$ cat config.mk
export PLATFORM = sky130hd
export DESIGN_NAME = http_connect_request_parser_flat
export DESIGN_NICKNAME = d
export VERILOG_FILES = /design/src/design/hcrp_pkg.sv /design/src/design/hcrp_if.sv /design/src/design/http_connect_request_parser.sv /design/src/design/hcrp_step.sv /design/src/flat_wrapper.sv
export SDC_FILE = /design/constraint.sdc
export NUM_CORES = 1
export LEC_CHECK = 0
export ABC_AREA = 1
export BUFFER_PORTS_ARGS = -buffer_cell sky130_fd_sc_hd__buf_2
export CAP_MARGIN = 20
export CORE_AREA = 3 3 119 98
export DETAILED_ROUTE_END_ITERATION = 10
export DIE_AREA = 0 0 122 101
export GPL_TIMING_DRIVEN = 0
export PLACE_DENSITY = 0.58
export SYNTH_ARGS = -nofsm -noshare
export SYNTH_HDL_FRONTEND = slang
export SYNTH_SLANG_ARGS = --single-unit
$ cat constraint.sdc
create_clock -name clk_i -period 3.8 [get_ports clk_i]
set_input_delay 0 -clock clk_i [delete_from_list [all_inputs] [get_ports clk_i]]
set_output_delay 0 -clock clk_i [all_outputs]
set_load 0.005 [all_outputs]
$ cat src/design/hcrp_pkg.sv
// Shared types, codes and character constants of the request line parser.
// No dependencies; the parser, step and checker files refer to it by scoped names.
package hcrp_pkg;

  typedef enum logic [2:0] {
    KIND_DATA     = 3'd0,
    KIND_EOS      = 3'd1,
    KIND_LINK_ERR = 3'd2,
    KIND_TIMEOUT  = 3'd3,
    KIND_RESTART  = 3'd4
  } kind_e;

  typedef enum logic [1:0] {
    RK_HOST   = 2'd0,
    RK_ACCEPT = 2'd1,
    RK_REJECT = 2'd2
  } result_kind_e;

  typedef enum logic [2:0] {
    WHY_NONE       = 3'd0,
    WHY_BAD_PREFIX = 3'd1,
    WHY_EARLY_END  = 3'd2,
    WHY_TOO_LONG   = 3'd3,
    WHY_ERROR      = 3'd4,
    WHY_EMPTY_HOST = 3'd5
  } reason_e;

  typedef enum logic [2:0] {
    PH_PREFIX = 3'b001,
    PH_HOST   = 3'b010,
    PH_REST   = 3'b100
  } phase_e;

  localparam logic [7:0]  CHAR_SP      = 8'h20;
  localparam logic [7:0]  CHAR_CR      = 8'h0d;
  localparam logic [7:0]  CHAR_LF      = 8'h0a;
  localparam logic [3:0]  PREFIX_LAST  = 4'd7;
  localparam logic [2:0]  TERM_DONE    = 3'd4;
  localparam logic [15:0] MAX_BYTES_RESET = 16'd4096;

  typedef struct packed {
    phase_e     phase;
    logic [3:0] prefix_idx;
    logic [2:0] term_prog;
    logic       host_seen;
    logic       finished;
  } state_t;

  localparam state_t STATE_RESET = '{
    phase:      PH_PREFIX,
    prefix_idx: 4'd0,
    term_prog:  3'd0,
    host_seen:  1'b0,
    finished:   1'b0
  };

  typedef struct packed {
    result_kind_e result_kind;
    logic [7:0]   host_byte;
    reason_e      reject_reason;
  } result_t;

  // Expected character of "CONNECT " at a given position.
  function automatic logic [7:0] connect_char(input logic [2:0] idx);
    logic [7:0] c;
    case (idx)
      3'd0:    c = 8'h43; // C
      3'd1:    c = 8'h4f; // O
      3'd2:    c = 8'h4e; // N
      3'd3:    c = 8'h4e; // N
      3'd4:    c = 8'h45; // E
      3'd5:    c = 8'h43; // C
      3'd6:    c = 8'h54; // T
      default: c = CHAR_SP;
    endcase
    return c;
  endfunction

  // Expected character of the CR LF CR LF terminator at a given position.
  function automatic logic [7:0] term_char(input logic [1:0] idx);
    return idx[0] ? CHAR_LF : CHAR_CR;
  endfunction

endpackage

$ cat src/design/hcrp_if.sv
// Handshake channel interfaces of the request line parser: input words,
// result words and the configuration write channel. Depends on nothing.
interface hcrp_in_if;
  logic       valid;
  logic       ready;
  logic [2:0] kind;
  logic [7:0] data_byte;
  modport source (output valid, kind, data_byte, input ready);
  modport sink (input valid, kind, data_byte, output ready);
endinterface

interface hcrp_out_if;
  logic       valid;
  logic       ready;
  logic [1:0] result_kind;
  logic [7:0] host_byte;
  logic [2:0] reject_reason;
  modport source (output valid, result_kind, host_byte, reject_reason, input ready);
  modport sink (input valid, result_kind, host_byte, reject_reason, output ready);
endinterface

interface hcrp_cfg_if;
  logic        valid;
  logic        ready;
  logic [15:0] data;
  modport source (output valid, data, input ready);
  modport sink (input valid, data, output ready);
endinterface

$ cat src/design/http_connect_request_parser.sv
// Request line parser for HTTP CONNECT: top level with input and result registers.
// Depends on hcrp_pkg, the hcrp_*_if interfaces and hcrp_step.
//
// Usage:
//   in_i   carries one word per request event: a data byte, end of stream,
//          link error, timeout or restart. A word is taken when valid and
//          ready are both high at a rising clock edge.
//   out_o  carries host:port bytes as they arrive, then one verdict word
//          (accept, or reject with its reason). Host bytes count only if
//          the verdict accepts.
//   cfg_i  writes max_request_bytes; always ready. Write it only while no
//          word is in flight.
// Path: a word is held in the input register and its result, if any, is
//   loaded into the result register that drives out_o.
// Throughput: one word per cycle while out_o is not stalled; the state update
//   between the input register and the result register is combinational.
// Reset: parser state cleared to prefix matching, limit back to 4096,
//   both channels empty.
// Stall: while a result waits on out_o, the input register holds its word
//   and in_i.ready drops once that register is full; nothing is dropped.
module http_connect_request_parser #(
  parameter int COUNT_BITS = 16
) (
  input  logic        clk_i,
  input  logic        rst_ni,
  hcrp_in_if.sink     in_i,
  hcrp_cfg_if.sink    cfg_i,
  hcrp_out_if.source  out_o
);

  // Input register stage.
  logic       in_valid_q;
  logic [2:0] in_kind_q;
  logic [7:0] in_byte_q;

  // Parser state.
  hcrp_pkg::state_t      st_q, st_d;
  logic [COUNT_BITS-1:0] count_q, count_d;
  logic [15:0]           max_bytes_q;

  // Result register.
  logic              out_valid_q;
  hcrp_pkg::result_t out_q;

  logic              res_valid;
  hcrp_pkg::result_t res;
  logic              advance;
  logic              in_ready;

  // Move the held word on whenever the result register is free or drains.
  assign advance  = !out_valid_q || out_o.ready;
  assign in_ready = !in_valid_q || advance;

  assign in_i.ready  = in_ready;
  assign cfg_i.ready = 1'b1;

  hcrp_step #(
    .COUNT_BITS (COUNT_BITS)
  ) u_step (
    .st_i        (st_q),
    .count_i     (count_q),
    .kind_i      (in_kind_q),
    .byte_i      (in_byte_q),
    .max_bytes_i (max_bytes_q),
    .st_o        (st_d),
    .count_o     (count_d),
    .res_valid_o (res_valid),
    .res_o       (res)
  );

  // Input register: load a word whenever there is room.
  always_ff @(posedge clk_i or negedge rst_ni) begin
    if (!rst_ni) begin
      in_valid_q <= 1'b0;
    end else if (in_ready) begin
      in_valid_q <= in_i.valid;
    end
  end

  always_ff @(posedge clk_i) begin
    if (in_ready && in_i.valid) begin
      in_kind_q <= in_i.kind;
      in_byte_q <= in_i.data_byte;
    end
  end

  // Limit register.
  always_ff @(posedge clk_i or negedge rst_ni) begin
    if (!rst_ni) begin
      max_bytes_q <= hcrp_pkg::MAX_BYTES_RESET;
    end else if (cfg_i.valid) begin
      max_bytes_q <= cfg_i.data;
    end
  end

  // Commit the parser state as the held word advances.
  always_ff @(posedge clk_i or negedge rst_ni) begin
    if (!rst_ni) begin
      st_q    <= hcrp_pkg::STATE_RESET;
      count_q <= '0;
    end else if (in_valid_q && advance) begin
      st_q    <= st_d;
      count_q <= count_d;
    end
  end

  // Result register: drop the old word when taken, load the new result.
  always_ff @(posedge clk_i or negedge rst_ni) begin
    if (!rst_ni) begin
      out_valid_q <= 1'b0;
    end else if (advance) begin
      out_valid_q <= in_valid_q && res_valid;
    end
  end

  always_ff @(posedge clk_i) begin
    if (advance && in_valid_q && res_valid) begin
      out_q <= res;
    end
  end

  assign out_o.valid         = out_valid_q;
  assign out_o.result_kind   = out_q.result_kind;
  assign out_o.host_byte     = out_q.host_byte;
  assign out_o.reject_reason = out_q.reject_reason;

endmodule

$ cat src/design/hcrp_step.sv
// Per-word decision logic of the request line parser: next state and result.
// Depends on hcrp_pkg.
module hcrp_step #(
  parameter int COUNT_BITS = 16
) (
  input  hcrp_pkg::state_t        st_i,
  input  logic [COUNT_BITS-1:0]   count_i,
  input  logic [2:0]              kind_i,
  input  logic [7:0]              byte_i,
  input  logic [15:0]             max_bytes_i,
  output hcrp_pkg::state_t        st_o,
  output logic [COUNT_BITS-1:0]   count_o,
  output logic                    res_valid_o,
  output hcrp_pkg::result_t       res_o
);

  localparam int LimW = (COUNT_BITS > 16) ? COUNT_BITS : 16;

  hcrp_pkg::state_t      st_n;
  logic [COUNT_BITS-1:0] cnt_n;
  logic                  vld;
  hcrp_pkg::result_t     res;
  logic                  is_host;
  logic                  bad_prefix;
  logic                  too_long;

  always_comb begin
    st_n       = st_i;
    cnt_n      = count_i;
    vld        = 1'b0;
    res        = '{result_kind: hcrp_pkg::RK_HOST, host_byte: 8'd0,
                   reject_reason: hcrp_pkg::WHY_NONE};
    is_host    = 1'b0;
    bad_prefix = 1'b0;
    too_long   = 1'b0;
    case (hcrp_pkg::kind_e'(kind_i))
      hcrp_pkg::KIND_RESTART: begin
        st_n  = hcrp_pkg::STATE_RESET;
        cnt_n = '0;
      end
      hcrp_pkg::KIND_EOS: begin
        if (!st_i.finished) begin
          st_n.finished     = 1'b1;
          vld               = 1'b1;
          res.result_kind   = hcrp_pkg::RK_REJECT;
          res.reject_reason = hcrp_pkg::WHY_EARLY_END;
        end
      end
      hcrp_pkg::KIND_LINK_ERR, hcrp_pkg::KIND_TIMEOUT: begin
        if (!st_i.finished) begin
          st_n.finished     = 1'b1;
          vld               = 1'b1;
          res.result_kind   = hcrp_pkg::RK_REJECT;
          res.reject_reason = hcrp_pkg::WHY_ERROR;
        end
      end
      hcrp_pkg::KIND_DATA: begin
        if (!st_i.finished) begin
          case (st_i.phase)
            hcrp_pkg::PH_PREFIX: begin
              if (byte_i != hcrp_pkg::connect_char(st_i.prefix_idx[2:0])) begin
                bad_prefix = 1'b1;
              end else begin
                st_n.prefix_idx = st_i.prefix_idx + 4'd1;
                if (st_i.prefix_idx == hcrp_pkg::PREFIX_LAST) begin
                  st_n.phase = hcrp_pkg::PH_HOST;
                end
              end
            end
            hcrp_pkg::PH_HOST: begin
              if (byte_i == hcrp_pkg::CHAR_SP || byte_i == hcrp_pkg::CHAR_CR) begin
                st_n.phase = hcrp_pkg::PH_REST;
              end else begin
                is_host        = 1'b1;
                st_n.host_seen = 1'b1;
              end
            end
            default: begin
            end
          endcase

          if (bad_prefix) begin
            st_n              = st_i;
            st_n.finished     = 1'b1;
            vld               = 1'b1;
            res.result_kind   = hcrp_pkg::RK_REJECT;
            res.reject_reason = hcrp_pkg::WHY_BAD_PREFIX;
          end else begin
            // Saturate the byte counter at all ones.
            if (count_i != {COUNT_BITS{1'b1}}) begin
              cnt_n = count_i + COUNT_BITS'(1);
            end
            if (byte_i == hcrp_pkg::term_char(st_i.term_prog[1:0])) begin
              st_n.term_prog = st_i.term_prog + 3'd1;
            end else begin
              st_n.term_prog = (byte_i == hcrp_pkg::CHAR_CR) ? 3'd1 : 3'd0;
            end
            too_long = (LimW'(cnt_n) >= LimW'(max_bytes_i)) ||
                       (cnt_n == {COUNT_BITS{1'b1}});

            if (st_n.term_prog == hcrp_pkg::TERM_DONE) begin
              st_n.finished = 1'b1;
              vld           = 1'b1;
              if (!st_n.host_seen) begin
                res.result_kind   = hcrp_pkg::RK_REJECT;
                res.reject_reason = hcrp_pkg::WHY_EMPTY_HOST;
              end else begin
                res.result_kind = hcrp_pkg::RK_ACCEPT;
              end
            end else if (too_long) begin
              st_n.finished     = 1'b1;
              vld               = 1'b1;
              res.result_kind   = hcrp_pkg::RK_REJECT;
              res.reject_reason = hcrp_pkg::WHY_TOO_LONG;
            end else if (is_host) begin
              vld           = 1'b1;
              res.host_byte = byte_i;
            end
          end
        end
      end
      default: begin
      end
    endcase
  end

  assign st_o        = st_n;
  assign count_o     = cnt_n;
  assign res_valid_o = vld;
  assign res_o       = res;

endmodule

$ cat src/flat_wrapper.sv
// flat-port wrapper written by rule: the top's interface ports become plain ports
module http_connect_request_parser_flat 
#(
  parameter int COUNT_BITS = 16
)
  (clk_i, rst_ni, in_i_valid, in_i_kind, in_i_data_byte, in_i_ready, cfg_i_valid, cfg_i_data, cfg_i_ready, out_o_valid, out_o_result_kind, out_o_host_byte, out_o_reject_reason, out_o_ready);
  hcrp_in_if in_i_i ();
  hcrp_cfg_if cfg_i_i ();
  hcrp_out_if out_o_i ();
  input  logic clk_i;
  input  logic rst_ni;
  input wire logic [$bits(in_i_i.valid)-1:0] in_i_valid;
  input wire logic [$bits(in_i_i.kind)-1:0] in_i_kind;
  input wire logic [$bits(in_i_i.data_byte)-1:0] in_i_data_byte;
  output wire logic [$bits(in_i_i.ready)-1:0] in_i_ready;
  input wire logic [$bits(cfg_i_i.valid)-1:0] cfg_i_valid;
  input wire logic [$bits(cfg_i_i.data)-1:0] cfg_i_data;
  output wire logic [$bits(cfg_i_i.ready)-1:0] cfg_i_ready;
  output wire logic [$bits(out_o_i.valid)-1:0] out_o_valid;
  output wire logic [$bits(out_o_i.result_kind)-1:0] out_o_result_kind;
  output wire logic [$bits(out_o_i.host_byte)-1:0] out_o_host_byte;
  output wire logic [$bits(out_o_i.reject_reason)-1:0] out_o_reject_reason;
  input wire logic [$bits(out_o_i.ready)-1:0] out_o_ready;
  assign in_i_i.valid = in_i_valid;
  assign in_i_i.kind = in_i_kind;
  assign in_i_i.data_byte = in_i_data_byte;
  assign in_i_ready = in_i_i.ready;
  assign cfg_i_i.valid = cfg_i_valid;
  assign cfg_i_i.data = cfg_i_data;
  assign cfg_i_ready = cfg_i_i.ready;
  assign out_o_valid = out_o_i.valid;
  assign out_o_result_kind = out_o_i.result_kind;
  assign out_o_host_byte = out_o_i.host_byte;
  assign out_o_reject_reason = out_o_i.reject_reason;
  assign out_o_i.ready = out_o_ready;
  http_connect_request_parser #(.COUNT_BITS(COUNT_BITS)) u_core (.clk_i(clk_i), .rst_ni(rst_ni), .in_i(in_i_i), .cfg_i(cfg_i_i), .out_o(out_o_i));
endmodule
==> run metrics, run 1 <==
Multi-input gate area 1960 um2; Layout Skew 0.00832 ns; status finished, final reports clean; fraction of layout cells with a size suffix above 1 16.3%; crit path DAT 3.44 ns; Max-cap violations 0; Setup violations, final 0; Finished Core Util 48.8%; Fmax achieved 0.289 GHz; ANT cells 0; worst setup margin 0.345 ns; Final Hold Viols 0; LEAKAGE 0.00245 uW; fillers 1050; FF+latch area 1870 um2; Crit. End Element flip-flop; CP max FO 13; DRT Wirelength 9960 um; worst path required time 3.79 ns; router iterations before antenna repair 5; drt drc 0; Peak VDD IR 0.000281 V; antenna-violating nets left 0; Setup crit start kind flip-flop; post-CTS setup buffer count 0; Clock transition at path regs 0.05 ns; Iter 0 DRT Violations 187; unrepaired setup endpoints after global routing false; CTS tree done; number of synthesized flops with an enable pin 24; synthesized instance count 508; row count 34; Mean Syn Cell Area 8.20 um2; Ports 48; root buf cell clkbuf_16; worst hold slack 0.135 ns; Synth area leader dfrtp_1; largest net degree at the start of global routing 47; wire per inst 13.3 um; post-synth cell types 40; Global Route Usage Sum 17.4%; vias in the first global route 3476; Die Y-Extent 101 um; hold crit path type in -> async; GR Overflow Total 0; top post-synthesis cells by area dfrtp_1, edfxtp_1, nand2_1; H-tree Lvls 3; Slew HR 44.5%; Synth top area share 26.4%; initial core utilization 39.0%; top post-synthesis cells by count nand2_1, inv_1, dfrtp_1; main flop type after synthesis dfrtp_1; Net Count, Synth 563; crit-path max cell delay 0.41 ns; slowest CP cell dfrtp_1; Slew Viols, Final 0; vias per cell 4.83; CP Class reg -> reg; initial antenna violation count 0; Core Box Area 10700 um2; CTS buffer count 9; Nets 653; clock sinks 70; Area growth syn-to-layout 25.2%; most numerous cell in the Yosys netlist nand2_1; Via Count 3607; PortBufs 46; clk_lat worst skew 0.33 ns; Ys Warns 0; FF-to-FF setup slack 0.35 ns; setup TNS 0 ns; post-place setup slack 0.324 ns; total die area 12300 um2; detailed placement HPWL 7300 um; Seq/Total Area, Yosys 45.0%; asr flop ratio synth 65.7%; Synth Register Bits 70; crit-path cells ha_1, nand3_1, inv_2, nand4_1, nand3_1, ha_1, a21oi_1, o21ai_0, nor2_1, o21ai_0, nor2_2, nand4_1, nand2_1, clkinvlp_4; Die Wd 122 um; Synth Cell Area 4170 um2; Final period util 90.9%; clock buffer depth 2; PwrDens 419 nW/um2; fin crit period 3.45 ns; global-route wire length before repair 16700 um; RePlAce Congestion 0.856; Worst-Margin Slew 0.826 ns
==> power breakdown <==
| part | total (uW) | internal (uW) | switching (uW) |
|---|---|---|---|
| Clock | 814 | 514 | 300 |
| Combinational | 457 | 175 | 282 |
| Sequential | 914 | 861 | 52.9 |
==> worst max-delay path, delay by kind of cell, from the launching register on <==
family,cells,cell delay (ns)
DFF,1,0.41
and+or+nand+nor,7,1.35
AOI/OAI and AO/OA,3,0.37
adders and majority gates,2,0.50
buffers and inverters,2,0.46
==> cells by family (layout without fill, tap and decap cells) <==
group / count (synthesis) / after routing / share of synthesized area [%]
AO/OA/AOI/OAI: 76 / 76 / 10.5
XOR/XNOR: 8 / 8 / 1.68
adder cells (fa/ha/maj): 23 / 23 / 6.91
buffers and inverters: 77 / 172 / 7.99
flip-flops: 70 / 70 / 45.0
multiplexers: 1 / 1 / 0.270
other: 1 / 1 / 0.0900
AND/OR/NAND/NOR: 252 / 252 / 27.6
==> flip-flops by register name, summed over array words and instances, names as in the netlist <==
| signal | cells |
|---|---|
| u_core.in_valid_q | 1 |
| u_core.out_o.reject_reason | 3 |
| u_core.st_q | 12 |
| u_core.in_kind_q | 3 |
| u_core.out_o.host_byte | 8 |
| u_core.out_o.result_kind | 2 |
| u_core.in_byte_q | 8 |
| u_core.max_bytes_q | 16 |
| u_core.count_q | 16 |
| u_core.out_o.valid | 1 |
==> what timing repair did <==
action,4_1_cts,5_1_grt
hold buffers,32,0
gates resized for setup,0,2
setup endpoints to repair,0,13
hold endpoints to repair,73,0
==> per-stage QoR <==
step                      instance area [um2]  instances  total power, uW
after global routing                     5220        747             2320
after floorplan                          4170        508             1220
after global placement                   4580        698             1340
after detailed placement                 4580        698             1350
final                                    5220        747             2190
after CTS                                5190        746             2210
==> path summary, 6_finish.rpt <==
| check | start | endpoint | cells after the start |
|---|---|---|---|
| worst min register to register | u_core.st_q[9] | u_core.st_q[9] | 2 |
| min in group clk_i | cfg_i_valid | u_core.max_bytes_q[12] | 4 |
| max in group asynchronous | rst_ni | u_core.max_bytes_q[12] | 3 |
| worst max-delay path | u_core.count_q[1] | u_core.out_o.result_kind[0] | 14 |
| worst min-delay path | rst_ni | u_core.count_q[15] | 2 |
| worst max register to register | u_core.count_q[1] | u_core.out_o.result_kind[0] | 14 |
==> cell usage in the layout (no fill, tap or decap), drive strengths merged, types with 16 or more instances in the layout <==
| master | n |
|---|---|
| dfrtp | 44 |
| clkbuf | 20 |
| inv | 66 |
| a21oi | 16 |
| nand2 | 141 |
| ha | 23 |
| o21ai | 54 |
| dlygate4sd3 | 32 |
| buf | 53 |
| edfxtp | 24 |
| nand3 | 42 |
| nor2 | 46 |
==> final cells by class <==
type | count | share of cell area (%)
well taps | 144 | 3.45
multi-input cells | 361 | 37.6
plain buffers | 10 | 1.46
clock buffers | 16 | 5.59
flip-flops and latches | 70 | 35.9
repair buffers | 79 | 10.9
inverters | 67 | 4.99
==> metal layers <==
metal | up-vias | global-route usage, % | share of wire [%]
met5 | - | 0 | 0
met3 | 12 | 4.88 | 7.0
met4 | 0 | 4.74 | 1.1
met2 | 107 | 26.0 | 44
met1 | 1637 | 24.7 | 48
li1 | 1851 | - | -
(Power assumes the default switching activity.)
==> run 2, diff against run 1 <==
Settings changed: BUFFER_PORTS_ARGS -buffer_cell sky130_fd_sc_hd__buf_2 to default, DONT_BUFFER_PORTS from default to 1, PLACE_DENSITY 0.58 to 0.54.
==> run 2 against run 1 <==
Net effect:
- via count decreased by 3.5%
- power rose by 3.8%
- final area shrank 3.1%
- utilization down 1.5 points
- largest cell class unchanged
==> run metrics, run 2 (same netlist as run 1, synthesis figures left out) <==
initial core utilization 39.0% (unchanged); H-tree Lvls 3 (unchanged); end point of the critical path u_core.out_o.result_kind[1]; Power Internal 1600 uW (+3.2%); Slew HR 45.1% (+0.55 points); R2R Path Start u_core.count_q[1]; antenna-violating nets left 0 (unchanged); Flop pwr share 40.5% (-1.3 points); CP Class reg -> reg; switching share of power 29.5% (+0.43 points); wire per inst 14.1 um (+5.8%); Comb pwr share 19.5% (-1.4 points); Nets 609 (-6.7%); Ports 48 (unchanged); unrepaired setup endpoints after global routing false; Global Route Usage Sum 17.3% (-0.033 points); root buf cell clkbuf_16; Final Hold Viols 0 (unchanged); clock power share 40.0% (+2.7 points); ANT cells 0 (unchanged); CTS buffer count 9 (unchanged); commonest non-fill, non-tap cell in the layout nand2_1; CTS tree done; clock sinks 70 (unchanged); DRT Wirelength 9920 um (-0.45%); LEAKAGE 0.00230 uW (-6.2%); Slew Viols, Final 0 (unchanged); RePlAce Congestion 0.858 (+0.33%); Final period util 88.2% (-2.8 points); largest net degree at the start of global routing 47 (unchanged); fraction of layout cells with a size suffix above 1 9.84% (-6.4 points); GR Overflow Total 0 (unchanged); Die Wd 122 um (unchanged); Net Sw Power 669 uW (+5.4%); row count 34 (unchanged); clock buffer depth 2 (unchanged); FF-to-FF path depth 17 (+3); total die area 12300 um2 (unchanged); vias in the first global route 3282 (-5.6%); Worst-Margin Slew 0.818 ns (-0.00825 ns); Die Y-Extent 101 um (unchanged); detailed placement HPWL 7400 um (+1.3%); fillers 1053 (+0.29%); Setup crit start kind flip-flop; Finished Core Util 47.3% (-1.5 points); Regs by FF count u_core.count_q: 16 flops, u_core.max_bytes_q: 16 flops, u_core.st_q: 12 flops; Via Count 3482 (-3.5%); initial antenna violation count 0 (unchanged); Layout Skew 0.00965 ns (+0.00134 ns); Core Box Area 10700 um2 (unchanged); status finished, final reports clean; fin crit period 3.35 ns (-0.105 ns); most frequent cells in the layout nand2_1, inv_1, dfrtp_1, nor2_1; Setup violations, final 0 (unchanged); Hold Path Depth 3; setup TNS 0 ns (unchanged); Clock transition at path regs 0.06 ns (about the same); Peak VDD IR 0.000256 V (-8.6%); FF-to-FF setup slack 0.45 ns (+0.11 ns); CP max FO 13 (unchanged); PortBufs 0 (-100%); vias per cell 4.95 (+2.6%); Critical Path Start u_core.count_q[1]; worst path required time 3.84 ns (+0.05 ns); crit path DAT 3.39 ns (-0.05 ns); Max-cap violations 0 (unchanged); Fmax achieved 0.299 GHz (+3.1%); drt drc 0 (unchanged); Area growth syn-to-layout 21.2%; Crit. End Element flip-flop; hold crit path type in -> reg; router iterations before antenna repair 4 (-1); r2r endpoint u_core.out_o.result_kind[1]; Iter 0 DRT Violations 147 (-21%); PwrDens 449 nW/um2 (+7.2%); global-route wire length before repair 16500 um (-1.0%); clk_lat worst skew 0.34 ns (about the same)
run 2: cell types whose count changed in the layout (fill, tap and decap cells not counted), sizes merged:
cell / before / now
inv: 66 / 68
buf: 53 / 8
clkbuf: 20 / 13
dlygate4sd3: 32 / 33
clkinv: 0 / 3
bufinv: 0 / 2
run 2: layout make-up:
type | count | area, um2 | share of cell area (%)
Sequential cell | 70 | 1870 | 37.1
Inverter | 67 | 260 | 5.15
Tap cell | 144 | 180 | 3.57
Timing Repair Buffer | 35 | 378 | 7.48
Multi-Input combinational cell | 361 | 1960 | 38.8
Clock inverter | 7 | 95.1 | 1.88
Clock buffer | 9 | 225 | 4.46
Buffer | 10 | 76.3 | 1.51
run 2: repair_timing:
| action | CTS | global route |
|---|---|---|
| setup buffers | 0 | 1 |
| hold endpoints to repair | 75 | 0 |
| endpoints found under the setup margin | 0 | 13 |
| resized for setup | 0 | 2 |
| hold buffers | 34 | 0 |
run 2: layer usage:
| metal | vias to the layer above | GRT usage (%) | part of all wire [%] |
|---|---|---|---|
| met3 | 9 | 3.93 | 3.9 |
| met4 | 0 | 5.17 | 1.0 |
| met1 | 1641 | 26.2 | 53 |
| li1 | 1768 | - | - |
| met2 | 64 | 24.7 | 42 |
| met5 | - | 0 | 0 |
run 2: worst min path at each step:
stage	slack, ns	from	endpoint
6_report	0.05	cfg_i_valid	u_core.max_bytes_q[12]
3_3_place_gp	-0.29	rst_ni	u_core.count_q[15]
4_1_cts	0.03	cfg_i_valid	u_core.max_bytes_q[12]
2_1_floorplan	-0.30	rst_ni	u_core.count_q[0]
5_1_grt	0.06	cfg_i_valid	u_core.max_bytes_q[12]
3_5_place_dp	-0.29	rst_ni	u_core.count_q[15]
run 2: stage by stage:
step           setup WS (ns)  cell area (um2)  power [uW]  hold slack, ns  cells
2_1_floorplan          0.981             4170        1220          -0.296    508
3_3_place_gp           0.306             4350        1310          -0.293    652
3_5_place_dp           0.275             4350        1320          -0.293    652
4_1_cts                0.253             5020        2290          0.0332    702
5_1_grt                0.127             5050        2410          0.0601    703
6_report               0.450             5050        2270          0.0482    703
run 2: worst max-delay path: stages, from the launching register on:
cell and delay, ns:
dfrtp_1 0.42, ha_1 0.23, nand3_1 0.17, inv_2 0.10, nand4_1 0.22, nand3_1 0.26, ha_1 0.38, nand2_1 0.07
inv_1 0.05, nand3_1 0.07, nor2_1 0.14, inv_1 0.07, nor4_1 0.24, nor2_2 0.14, nand4_1 0.11, nand2_1 0.13
clkinvlp_4 0.12, buf_12 0.14
run 2: power groups by stage:
stage,clock network [uW],registers [uW],logic (uW)
3_3_place_gp,0,931,377
4_1_cts,936,919,434
3_5_place_dp,0,933,391
2_1_floorplan,0,916,306
6_report,908,919,441
5_1_grt,971,928,507
==> run 3, diff against run 2 <==
Settings changed: CTS_BUF_LIST from default to sky130_fd_sc_hd__clkbuf_2, PLACE_DENSITY 0.54 to 0.56, SLEW_MARGIN from default to 10.
Clock period 3.8 ns to 2.8 ns, I/O delays scaled along.
==> run 3 against run 2 <==
Net effect:
- the flow now finishes with violations (negative setup slack)
- largest power group unchanged
- sequential share of layout area decreased by 3.7 points
- die area unchanged
- register-to-register slack got worse by 0.56 ns
- critical endpoint is now u_core.out_o.host_byte[5]
- worst hold slack improved by 0.014 ns
- final cell count increased by 7.8%
- combinational power increased by 68%
- routed wire length increased by 13%
==> run metrics, run 3 (same netlist as run 1, synthesis figures left out) <==
detailed placement HPWL 7260 um (-1.9%); Die Wd 122 um (unchanged); most frequent cells in the layout nand2_1, dlygate4sd3_1, inv_1, dfrtp_1; PwrDens 473 nW/um2 (+5.4%); router iterations before antenna repair 5 (+1); DRT Wirelength 11200 um (+13%); failing checks negative setup slack; slowest CP cell dfrtp_1; root buf cell clkbuf_2; Flop pwr share 46.9% (+6.4 points); CP Class reg -> reg; vias in the first global route 3744 (+14%); post-place setup slack -0.541 ns (-0.816 ns); Iter 0 DRT Violations 194 (+32%); Fmax achieved 0.343 GHz (+15%); crit-path max cell delay 0.43 ns (about the same); vias per cell 4.96 (about the same); GR Overflow Total 0 (unchanged); Clock transition at path regs 0.20 ns (+0.14 ns); setup TNS -1.68 ns (-1.68 ns); row count 34 (unchanged); Comb pwr share 27.9% (+8.4 points); Power Internal 1770 uW (+10%); Core Box Area 10700 um2 (unchanged); Die Y-Extent 101 um (unchanged); Max-cap violations 0 (unchanged); crit-path cells buf_6, ha_4, nand3_4, inv_6, nand4_1, buf_6, nand3_4, ha_4, nand2_1, inv_1, nand3_2, nor2_4, inv_2, nor4_4, nor2_2, nand4_1, nand2_4, clkinvlp_4; worst path required time 3.06 ns (-0.78 ns); initial antenna violation count 0 (unchanged); LEAKAGE 0.00249 uW (+8.5%); commonest non-fill, non-tap cell in the layout nand2_1; Final period util 104% (+16 points); clock sinks 70 (unchanged); Crit. End Element flip-flop; Final Hold Viols 0 (unchanged); total die area 12300 um2 (unchanged); ANT cells 0 (unchanged); clock power share 25.3% (-15 points); Via Count 3756 (+7.9%); wire per inst 14.7 um (+4.6%); Setup violations, final 24 (+24); crit path DAT 3.17 ns (-0.22 ns); Layout Skew 0.0258 ns (+0.0162 ns); Peak VDD IR 0.000223 V (-13%); Global Route Usage Sum 19.6% (+2.3 points); worst setup margin -0.112 ns (-0.562 ns); Ports 48 (unchanged); PortBufs 0 (unchanged); fraction of layout cells with a size suffix above 1 19.7% (+9.9 points); switching share of power 33.7% (+4.2 points); initial core utilization 39.0% (unchanged); unrepaired setup endpoints after global routing true; clk_lat worst skew 0.53 ns (+0.19 ns); Worst-Margin Slew 0.812 ns (-0.00591 ns); Slew Viols, Final 0 (unchanged); hold crit path type in -> async; Nets 664 (+9.0%); Net Sw Power 896 uW (+34%); Regs by FF count u_core.count_q: 16 flops, u_core.max_bytes_q: 16 flops, u_core.st_q: 12 flops; status complete, but fails checks; Slew HR 45.5% (+0.40 points); global-route wire length before repair 18800 um (+14%); fin crit period 2.91 ns (-0.438 ns); antenna-violating nets left 0 (unchanged); Area growth syn-to-layout 35.0%; CTS tree done; clock buffer depth 2 (unchanged); RePlAce Congestion 0.846 (-1.4%); CTS buffer count 9 (unchanged); H-tree Lvls 3 (unchanged); largest net degree at the start of global routing 45 (-4.3%); Setup crit start kind flip-flop; worst hold slack 0.0625 ns (+0.0143 ns); Final Total Pwr 2660 uW (+17%); drt drc 0 (unchanged); CP max FO 6 (-7)
-- run 3: final cells by class --
cell class	count	area, um2
buffer	10	76.3
clock buffer	9	45.0
clock inverter	7	87.6
fill	968	5050
inverter	67	264
multi-input combinational	361	2210
sequential	70	1880
tap	144	180
timing repair buffer	89	873
timing repair inverter	1	7.51
-- run 3: power by group through the flow --
stage                     logic [uW]  registers (uW)  clock network [uW]
after global placement           510            1260                   0
after detailed placement         527            1260                   0
after global routing             840            1260                 737
after CTS                        705            1240                 694
final                            742            1250                 672
after floorplan                  416            1240                   0
-- run 3: per-stage QoR --
stage	util (%)	instances	instance area (um2)
5_1_grt	52.7	758	5620
2_1_floorplan	-	508	4170
4_1_cts	51.7	752	5520
3_5_place_dp	40.7	652	4350
6_report	52.7	758	5620
3_3_place_gp	40.7	652	4350
-- run 3: critical path, delay by kind of cell (launching register included) --
| family | cells | cell delay [ns] |
|---|---|---|
| AND/OR/NAND/NOR | 10 | 1.17 |
| adder cells (fa/ha/maj) | 2 | 0.45 |
| buffers and inverters | 6 | 0.59 |
| flip-flops | 1 | 0.43 |
-- run 3: repair_timing --
action | CTS | global route
gates resized for setup | 43 | 18
hold buffers | 65 | 0
pin swaps | 11 | 15
endpoints found under the hold margin | 89 | 0
setup endpoints to repair | 26 | 25
cloned | 2 | 0
setup buffers | 17 | 6
-- run 3: metal layers --
metal,share of wire (%),GRT usage (%)
met1,48,28.3
met2,45,29.6
met3,4.9,4.32
met4,2.0,5.60
met5,0,0
-- run 3: final timing paths --
kind | from | end | slack (ns) | depth (start not counted)
min in group clk_i | in_i_data_byte[5] | u_core.in_byte_q[5] | 0.09 | 1
max in group asynchronous | rst_ni | u_core.in_valid_q | 2.49 | 3
worst min register to register | u_core.st_q[9] | u_core.st_q[9] | 0.49 | 2
worst max-delay path | u_core.count_q[1] | u_core.out_o.host_byte[5] | -0.11 | 18
worst min-delay path | rst_ni | u_core.max_bytes_q[12] | 0.06 | 2
worst max register to register | u_core.count_q[1] | u_core.out_o.host_byte[5] | -0.11 | 18
